**config.mk**
```make
export PLATFORM = sky130hd
export DESIGN_NAME = configurable_crc_engine
export DESIGN_NICKNAME = d
export VERILOG_FILES = /design/src/crce_pkg.sv /design/src/crce_cell.sv /design/src/crce_chain.sv /design/src/configurable_crc_engine.sv
export SDC_FILE = /design/constraint.sdc
export NUM_CORES = 2
export LEC_CHECK = 0
export BUFFER_PORTS_ARGS = -buffer_cell sky130_fd_sc_hd__buf_4
export CAP_MARGIN = 20
export CORE_MARGIN = 4
export CORE_UTILIZATION = 39
export CTS_CLUSTER_SIZE = 12
export DETAILED_ROUTE_END_ITERATION = 8
export HOLD_SLACK_MARGIN = 0.12
export SYNTH_ARGS = -nofsm -noshare
export SYNTH_HDL_FRONTEND = slang
export SYNTH_HIERARCHICAL = 1
export SYNTH_SLANG_ARGS = --single-unit
```
**constraint.sdc**
```tcl
create_clock -name i_clk -period 11.85 [get_ports i_clk]
set_clock_uncertainty 0.05 [all_clocks]
set_input_delay 0 -clock i_clk [delete_from_list [all_inputs] [get_ports i_clk]]
set_output_delay 0 -clock i_clk [all_outputs]
set_load 0.01 [all_outputs]
```
**src/crce_pkg.sv**
```systemverilog
`default_nettype none

package crce_pkg;

    // Widest CRC the datapath carries
    localparam int unsigned MAX_WIDTH = 32;
    localparam int unsigned CRC_W     = (MAX_WIDTH < 32) ? MAX_WIDTH : 32;
    localparam int unsigned MIN_WIDTH = 4;
    localparam int unsigned SH_W      = $clog2(CRC_W);
    localparam int unsigned CFG_IDX_W = 3;
    localparam int unsigned CFG_DAT_W = 32;
    localparam int unsigned BYTE_W    = 8;

    typedef enum logic [CFG_IDX_W-1:0] {
        CFG_CRC_WIDTH  = 3'd0,
        CFG_POLYNOMIAL = 3'd1,
        CFG_INIT_VALUE = 3'd2,
        CFG_FINAL_XOR  = 3'd3,
        CFG_REFLECT    = 3'd4
    } t_cfg_idx;

    localparam logic [5:0]       RST_CRC_WIDTH  = 6'd32;
    localparam logic [CRC_W-1:0] RST_POLYNOMIAL = CRC_W'(32'h04C1_1DB7);
    localparam logic [CRC_W-1:0] RST_INIT_VALUE = CRC_W'(32'hFFFF_FFFF);
    localparam logic [CRC_W-1:0] RST_FINAL_XOR  = CRC_W'(32'hFFFF_FFFF);
    localparam logic             RST_REFLECT    = 1'b1;

    // Per-byte view of the configuration, shared by every cell
    typedef struct packed {
        logic             refl;
        logic [SH_W-1:0]  sh;       // CRC_W minus effective width
        logic [CRC_W-1:0] poly_al;  // normal polynomial, top-aligned
        logic [CRC_W-1:0] poly_rf;  // reflected polynomial, LSB-aligned
    } t_crc_cfg;

    function automatic logic [5:0] eff_width(input logic [5:0] w);
        logic [5:0] r;
        r = w;
        if (r < 6'(MIN_WIDTH)) r = 6'(MIN_WIDTH);
        if (r > 6'(CRC_W))     r = 6'(CRC_W);
        return r;
    endfunction

    function automatic logic [CRC_W-1:0] bit_reverse(input logic [CRC_W-1:0] v);
        logic [CRC_W-1:0] r;
        for (int i = 0; i < int'(CRC_W); i++) begin
            r[i] = v[CRC_W-1-i];
        end
        return r;
    endfunction

endpackage

`default_nettype wire

```
**src/crce_cell.sv**
```systemverilog
`default_nettype none

// One bit step of the LFSR over the full register word.
module crce_cell (
    input  wire logic [crce_pkg::CRC_W-1:0] i_reg,
    input  wire logic                       i_bit,
    input  wire crce_pkg::t_crc_cfg         i_cfg,
    output logic      [crce_pkg::CRC_W-1:0] o_reg
);

    logic fb;

    always_comb begin
        if (i_cfg.refl) begin
            fb    = i_reg[0] ^ i_bit;
            o_reg = (i_reg >> 1) ^ (fb ? i_cfg.poly_rf : '0);
        end else begin
            fb    = i_reg[crce_pkg::CRC_W-1] ^ i_bit;
            o_reg = (i_reg << 1) ^ (fb ? i_cfg.poly_al : '0);
        end
    end

endmodule

`default_nettype wire

```
**src/crce_chain.sv**
```systemverilog
`default_nettype none

// Row of eight bit cells folding one byte; handles alignment in and out.
module crce_chain (
    input  wire logic [crce_pkg::CRC_W-1:0]  i_state,
    input  wire logic [crce_pkg::CRC_W-1:0]  i_init_al,
    input  wire logic                        i_first,
    input  wire logic [crce_pkg::BYTE_W-1:0] i_byte,
    input  wire crce_pkg::t_crc_cfg          i_cfg,
    output logic      [crce_pkg::CRC_W-1:0]  o_state
);

    logic [crce_pkg::CRC_W-1:0] tap [crce_pkg::BYTE_W+1];
    logic [crce_pkg::CRC_W-1:0] state_al;
    logic [crce_pkg::CRC_W-1:0] mask;

    // reflected state is LSB-aligned: clear bits left over from a wider width
    assign mask     = {crce_pkg::CRC_W{1'b1}} >> i_cfg.sh;
    assign state_al = i_cfg.refl ? (i_state & mask) : (i_state << i_cfg.sh);
    assign tap[0]   = i_first ? i_init_al : state_al;

    for (genvar g = 0; g < crce_pkg::BYTE_W; g++) begin : g_cell
        logic bit_in;
        assign bit_in = i_cfg.refl ? i_byte[g] : i_byte[crce_pkg::BYTE_W-1-g];
        crce_cell u_cell (
            .i_reg (tap[g]),
            .i_bit (bit_in),
            .i_cfg (i_cfg),
            .o_reg (tap[g+1])
        );
    end

    assign o_state = i_cfg.refl ? tap[crce_pkg::BYTE_W]
                                : (tap[crce_pkg::BYTE_W] >> i_cfg.sh);

endmodule

`default_nettype wire

```
**src/configurable_crc_engine.sv**
```systemverilog
// A last-byte result goes into the output register, or into the skid entry if that is not free.
// One byte request per cycle while the skid is empty; the eight-cell LFSR row is combinational.
// A two-entry output stage (output register plus skid) keeps input flowing while a result waits.
// Reset (synchronous, active low): config registers go to their defaults (CRC-32, reflected),
// the running remainder clears to zero and both output entries are emptied.
`default_nettype none

module configurable_crc_engine (
    input  wire logic                                i_clk,
    input  wire logic                                i_rst_n,
    // byte requests
    input  wire logic                                i_in_valid,
    output logic                                     o_in_ready,
    input  wire logic [7:0]                          i_data_byte,
    input  wire logic                                i_first_byte,
    input  wire logic                                i_last_byte,
    // results
    output logic                                     o_out_valid,
    input  wire logic                                i_out_ready,
    output logic      [31:0]                         o_crc_value,
    // configuration writes
    input  wire logic                                i_cfg_we,
    input  wire logic [crce_pkg::CFG_IDX_W-1:0]      i_cfg_index,
    input  wire logic [crce_pkg::CFG_DAT_W-1:0]      i_cfg_data
);

    localparam int unsigned W = crce_pkg::CRC_W;

    // ---------------------------------------------------------------
    // Configuration registers
    // ---------------------------------------------------------------
    logic [5:0]   r_crc_width;
    logic [W-1:0] r_polynomial;
    logic [W-1:0] r_init_value;
    logic [W-1:0] r_final_xor;
    logic         r_reflect;

    always_ff @(posedge i_clk) begin
        if (!i_rst_n) begin
            r_crc_width  <= crce_pkg::RST_CRC_WIDTH;
            r_polynomial <= crce_pkg::RST_POLYNOMIAL;
            r_init_value <= crce_pkg::RST_INIT_VALUE;
            r_final_xor  <= crce_pkg::RST_FINAL_XOR;
            r_reflect    <= crce_pkg::RST_REFLECT;
        end else if (i_cfg_we) begin
            unique case (crce_pkg::t_cfg_idx'(i_cfg_index))
                crce_pkg::CFG_CRC_WIDTH:  r_crc_width  <= i_cfg_data[5:0];
                crce_pkg::CFG_POLYNOMIAL: r_polynomial <= i_cfg_data[W-1:0];
                crce_pkg::CFG_INIT_VALUE: r_init_value <= i_cfg_data[W-1:0];
                crce_pkg::CFG_FINAL_XOR:  r_final_xor  <= i_cfg_data[W-1:0];
                crce_pkg::CFG_REFLECT:    r_reflect    <= i_cfg_data[0];
                default: ;  // unknown index: ignored
            endcase
        end
    end

    // ---------------------------------------------------------------
    // Derived configuration (depends only on config registers)
    // Normal mode works top-aligned in the 32-bit word, so the shift
    // feedback always comes from the MSB; reflected mode stays LSB-aligned.
    // Bits above the width drop out through the alignment shifts.
    // ---------------------------------------------------------------
    logic [5:0]         eff_w;
    logic [W-1:0]       mask;
    logic [W-1:0]       init_al;
    crce_pkg::t_crc_cfg cfg;

    always_comb begin
        eff_w        = crce_pkg::eff_width(r_crc_width);
        cfg.refl     = r_reflect;
        cfg.sh       = crce_pkg::SH_W'(6'(W) - eff_w);
        cfg.poly_al  = r_polynomial << cfg.sh;
        cfg.poly_rf  = crce_pkg::bit_reverse(r_polynomial) >> cfg.sh;
        mask         = {W{1'b1}} >> cfg.sh;
        // reflected start loads the mirrored init value
        init_al      = r_reflect ? (crce_pkg::bit_reverse(r_init_value) >> cfg.sh)
                                 : (r_init_value << cfg.sh);
    end

    // ---------------------------------------------------------------
    // Running remainder and byte fold
    // ---------------------------------------------------------------
    logic [W-1:0] r_crc_reg;
    logic [W-1:0] n_crc_reg;
    logic         in_fire;

    crce_chain u_chain (
        .i_state   (r_crc_reg),
        .i_init_al (init_al),
        .i_first   (i_first_byte),
        .i_byte    (i_data_byte),
        .i_cfg     (cfg),
        .o_state   (n_crc_reg)
    );

    assign in_fire = i_in_valid && o_in_ready;

    always_ff @(posedge i_clk) begin
        if (!i_rst_n) begin
            r_crc_reg <= '0;
        end else if (in_fire) begin
            r_crc_reg <= n_crc_reg;
        end
    end

    // ---------------------------------------------------------------
    // Output register plus skid entry
    // ---------------------------------------------------------------
    logic         r_out_valid;
    logic [W-1:0] r_out_data;
    logic         r_skid_valid;
    logic [W-1:0] r_skid_data;
    logic         push;
    logic [W-1:0] push_data;
    logic         out_free;

    assign push      = in_fire && i_last_byte;
    assign push_data = (n_crc_reg ^ r_final_xor) & mask;
    assign out_free  = !r_out_valid || i_out_ready;

    always_ff @(posedge i_clk) begin
        if (!i_rst_n) begin
            r_out_valid  <= 1'b0;
            r_skid_valid <= 1'b0;
        end else begin
            if (out_free) begin
                if (r_skid_valid) begin
                    r_out_valid  <= 1'b1;
                    r_out_data   <= r_skid_data;
                    r_skid_valid <= push;
                    r_skid_data  <= push_data;
                end else begin
                    r_out_valid  <= push;
                    r_out_data   <= push_data;
                end
            end else if (push) begin
                // output held; skid is empty because input was ready
                r_skid_valid <= 1'b1;
                r_skid_data  <= push_data;
            end
        end
    end

    assign o_in_ready  = !r_skid_valid;
    assign o_out_valid = r_out_valid;
    assign o_crc_value = 32'(r_out_data);

endmodule

`default_nettype wire
```
# ---- Word level (Yosys, flattened, before mapping)
# Index checks and enable logic that the tools add are counted.
dict set report op_classes {
  add_sub_neg 1
  magnitude_cmp 2
  n_eq_ne 5
  shifts 7
  n_mux 46
  n_bitwise 35
  reduce_logical 14
}
# operator count
set op_table {}
lappend op_table {{$mux W32} 32}
lappend op_table {{$xor A32 B32 Y32} 9}
lappend op_table {{$xor A31 B32 Y32} 8}
lappend op_table {{$shl A32 B5 Y32} 3}
lappend op_table {{$shr A32 B5 Y32} 3}
lappend op_table {{$and A32 B32 Y32} 2}
lappend op_table {{$shr A32 B5 Y32 const A} 1}
lappend op_table {{$xor A1 B1 Y1} 16}
lappend op_table {{$mux W1} 12}
lappend op_table {{$reduce_and A2 Y1} 6}
lappend op_table {{$eq A3 B2 Y1 const B} 2}
lappend op_table {{$gt A6 B6 Y1 const B} 1}
lappend op_table {{$lt A6 B3 Y1 const B} 1}
lappend op_table {{$mux W6} 1}
lappend op_table {{$mux W5} 1}
lappend op_table {{$sub A1 B5 Y5 const A} 1}
lappend op_table {{$eq A3 B1 Y1 const B} 1}
lappend op_table {{$eq A3 B3 Y1 const B} 1}
lappend op_table {{$logic_not A3 Y1} 1}
lappend op_table {{$reduce_and A3 Y1} 1}
lappend op_table {{$logic_and A1 B1 Y1} 2}
lappend op_table {{$logic_not A1 Y1} 2}
lappend op_table {{$ne A2 B2 Y1 const B} 1}
lappend op_table {{$reduce_bool A2 Y1} 1}
lappend op_table {{$logic_or A1 B1 Y1} 1}
dict set report totals {
  register_bits 201
  input_bits 50
  out_inout_bits 34
  word_cells 120
}

# ---- Longest topological paths before layout
dict set report depth {
  ltp_word 47
  ltp_mapped 62
}

# ---- Cells and area by module
# Netlist, hierarchy kept.
# mod n_inst cells_each area_per_inst_um2 seq_area_each_um2
set by_module_without_submodules {}
lappend by_module_without_submodules {configurable_crc_engine 1 1342 12114.1 4664.5}
lappend by_module_without_submodules {crce_cell 8 170 1222.4 0.0}
lappend by_module_without_submodules {crce_chain 1 568 4608.2 0.0}

# ---- Worst setup path before layout
# Ideal clock, no wire load.
dict set report synth_path {
  path_kind {flip-flop to flip-flop}
  start {reg r_crc_width[2]}
  end {reg r_out_data[11] (netlist: o_crc_value[11]) (data pin)}
  setup_ps 260
  arrival_ps 12379
  required_time_ps 11540
  slack_ps -839
  stages_incl_launch_ff 60
  synth_period_minus_slack_ps 12689
  path_cell_list {dfxtp_1 -> nor3_4 -> nor2_8 -> inv_8 -> buf_6 -> buf_6 -> ha_1 -> inv_1 -> ha_1 -> buf_2 -> clkinv_1 -> buf_1 -> clkbuf_1 -> buf_2 -> buf_4 -> buf_2 -> mux4_2 -> mux2i_1 -> [24 not listed] -> xor2_1 -> o21ai_0 -> xor2_2 -> nand2_1 -> xor2_1 -> o21ai_0 -> xor2_2 -> nand2_1 -> xor2_1 -> o21ai_0 -> or3b_4 -> a22oi_2 -> o31ai_2 -> a211o_1 -> a21oi_2 -> xnor2_1 -> nor2_1 -> mux2_2}
}
# element line
set synth_rtl {}
lappend synth_rtl {{start: declaration} configurable_crc_engine.sv:32} ;# logic [5:0] r_crc_width;
lappend synth_rtl {{start signal: assignment} configurable_crc_engine.sv:40} ;# r_crc_width <= crce_pkg::RST_CRC_WIDTH;
lappend synth_rtl {{start signal: assignment} configurable_crc_engine.sv:47} ;# crce_pkg::CFG_CRC_WIDTH: r_crc_width <= i_cfg_data[5:0];
lappend synth_rtl {{end signal: assignment} configurable_crc_engine.sv:129} ;# r_out_data <= r_skid_data;
lappend synth_rtl {{end signal: assignment} configurable_crc_engine.sv:134} ;# r_out_data <= push_data;
lappend synth_rtl {{end: declaration} configurable_crc_engine.sv:110} ;# logic [W-1:0] r_out_data;

==> flow_metrics.env <==
export IMPL_first_global_vias=23490
export IMPL_cts_tree="yes"
export IMPL_syn_area_um2=26500
export IMPL_ys_flop_type="dfxtp_1"
export IMPL_syn_nets=3324
export IMPL_drt_iter0_drc=2927
export IMPL_met1_length_mm=42.79
export IMPL_syn_inst=3270
export IMPL_cap_violations=0
export IMPL_start_util=0.3939
export IMPL_end_kind="register"
export IMPL_top_layer_used="met4"
export IMPL_core_rowCount=95
export IMPL_cpPeakStageDelay_ns=0.51
export IMPL_slew_viol_final=0
export IMPL_arrival_ns=11.75
export IMPL_drive_gt1_frac=0.1936
export IMPL_post_dp_hpwl_mm=75.39
export IMPL_rsz0062_at_grt="yes"
export IMPL_grt_pass1_wl_mm=152.1
export IMPL_numPortBuffers=83
export IMPL_layout_common_cells="nand2_1 (844), xor2_1 (496), mux2i_1 (316)"
export IMPL_first_pass_iters=8
export IMPL_avgViaCountPerCell=5.949
export IMPL_drcViolationCount=0
export IMPL_overflow=0
export IMPL_core_um2=67280
export IMPL_wl_mm=102.8
export IMPL_synth_edf_count=64
export IMPL_hold_worst_slack_ns=0.2487
export IMPL_htreeDepth=1
export IMPL_synth_warnings=6
export IMPL_clockBufferDepth=3
export IMPL_tightest_slew_ns=1.061
export IMPL_ys_seq_elements=201
export IMPL_postSynth_asyncResetShare=0
export IMPL_dieWidth_um=268.7
export IMPL_cp_max_fo=32
export IMPL_required_ns=12.09
export IMPL_die_h_um=268.7
export IMPL_ys_types=90
export IMPL_antenna_left=0
export IMPL_hp_class="primary input to register"
export IMPL_route_met2_wl_mm=47.44
export IMPL_antenna_found_initial=0
export IMPL_outcome="finished clean"
export IMPL_area_growth_syn_to_layout_pct=13.77
export IMPL_fp_dieArea_um2=72190
export IMPL_final_cells=4261
export IMPL_clk_pin_slew_ns=0.06
export IMPL_layout_commonest_cell="nand2_1"
export IMPL_clock_root_buffer="clkbuf_16"
export IMPL_fmax_mhz=86.85
export IMPL_nets=3427
export IMPL_wl_per_cell_um=24.12
export IMPL_maxSlewHeadroom=0.2928
export IMPL_syn_avg_cell_area_um2=8.104
export IMPL_dp_cells=4151
export IMPL_setup_worst_path_class="register to register"
export IMPL_grt_max_degree=103
export IMPL_setup_violations=0
export IMPL_cts_buffers=22
export IMPL_num_io_pins=84
export IMPL_period_needed_ns=11.51
export IMPL_hold_viol=0
export IMPL_gp_congestion=0.9937
export IMPL_detailroute_via_count=25350
export IMPL_antenna_cells=0
export IMPL_period_share=0.9716
export IMPL_fin_setup_tns_ns=0
export IMPL_yosysSeqAreaShare=0.1760
export IMPL_clock_sinks=201
export IMPL_wl_met3_mm=7.888
export IMPL_grtUsageTotal=0.2724
export IMPL_cp_slowest_cell="mux4_2"
export IMPL_startpoint_type="register"
export IMPL_insertion_delay_ns=0.54
==> stage by stage <==
step / util / cell area [µm²] / setup slack (ns)
global route: 0.4482 / 30150 / -0.1416
floorplan: - / 26590 / 0.02174
finish: 0.4482 / 30150 / 0.3362
CTS: 0.4398 / 29590 / 0.01627
detailed placement: 0.4218 / 28380 / -0.003860
global placement: 0.4208 / 28310 / 0.05065
==> per-layer routing <==
layer	vias to the layer above	track usage
met3	259	0.03121
met4	0	0.09932
met2	1238	0.4470
li1	11630	-
met1	12220	0.3721
met5	-	0
==> what timing repair did <==
action	4_1_cts	5_1_grt
gates resized for setup	1	69
setup buffers	0	21
hold buffers	47	0
endpoints found under the hold margin	120	0
pin swaps	0	16
cloned	0	0
setup endpoints to repair	1	89
==> logic make-up (layout without fill, tap and decap cells) <==
kind of cell | Yosys count | in the layout | synth area share
compound gates | 469 | 469 | 0.1243
xor+xnor | 544 | 544 | 0.1843
fa+ha+maj | 4 | 4 | 0.001889
buf+inv | 268 | 386 | 0.05557
flops | 201 | 201 | 0.1760
mux | 517 | 517 | 0.2523
simple gates | 1267 | 1267 | 0.2057
==> critical path, delay by kind of cell, from the launching register on <==
family          cells  cell delay, ns
compound gates      6            1.26
xor+xnor           14            2.66
fa+ha+maj           2            0.48
buf+inv            10            1.64
flops               1            0.31
mux                12            3.71
simple gates       11            1.11
==> cell usage after synthesis, types with 30 or more instances <==
library cell	n	area share
mux2i_1	344	0.13
xor2_1	498	0.16
buf_6	32	0.014
xnor2_1	30	0.0099
a211oi_1	32	0.0091
nand3_1	131	0.025
a21boi_0	60	0.017
a21oi_1	76	0.014
nor2_1	87	0.012
o21ai_0	72	0.014
nand2_1	844	0.12
clkbuf_1	108	0.015
dfxtp_1	137	0.10
mux4_2	100	0.085
buf_2	80	0.015
mux2_2	60	0.025
nand2_2	72	0.017
edfxtp_1	64	0.073
==> layout make-up <==
class	count	area (µm²)
Clock inverter	4	73.82
Timing Repair Buffer	330	2823
Clock buffer	35	660.6
Tap cell	873	1092
Inverter	17	82.58
Fill cell	6773	37130
Multi-Input combinational cell	2801	20750
Sequential cell	201	4668
==> worst paths after layout <==
path	from	end	slack [ns]	cells past startpoint
worst max-delay path	r_crc_width[2]	o_crc_value[5]	0.34	55
worst max register to register	r_crc_width[2]	o_crc_value[5]	0.34	55
worst min register to register	r_polynomial[31]	r_polynomial[31]	0.42	2
worst min-delay path	i_cfg_data[10]	r_final_xor[10]	0.25	4
Power is not shown: default switching activity piles up to over one toggle a cycle in this logic, so the estimate is an artifact.
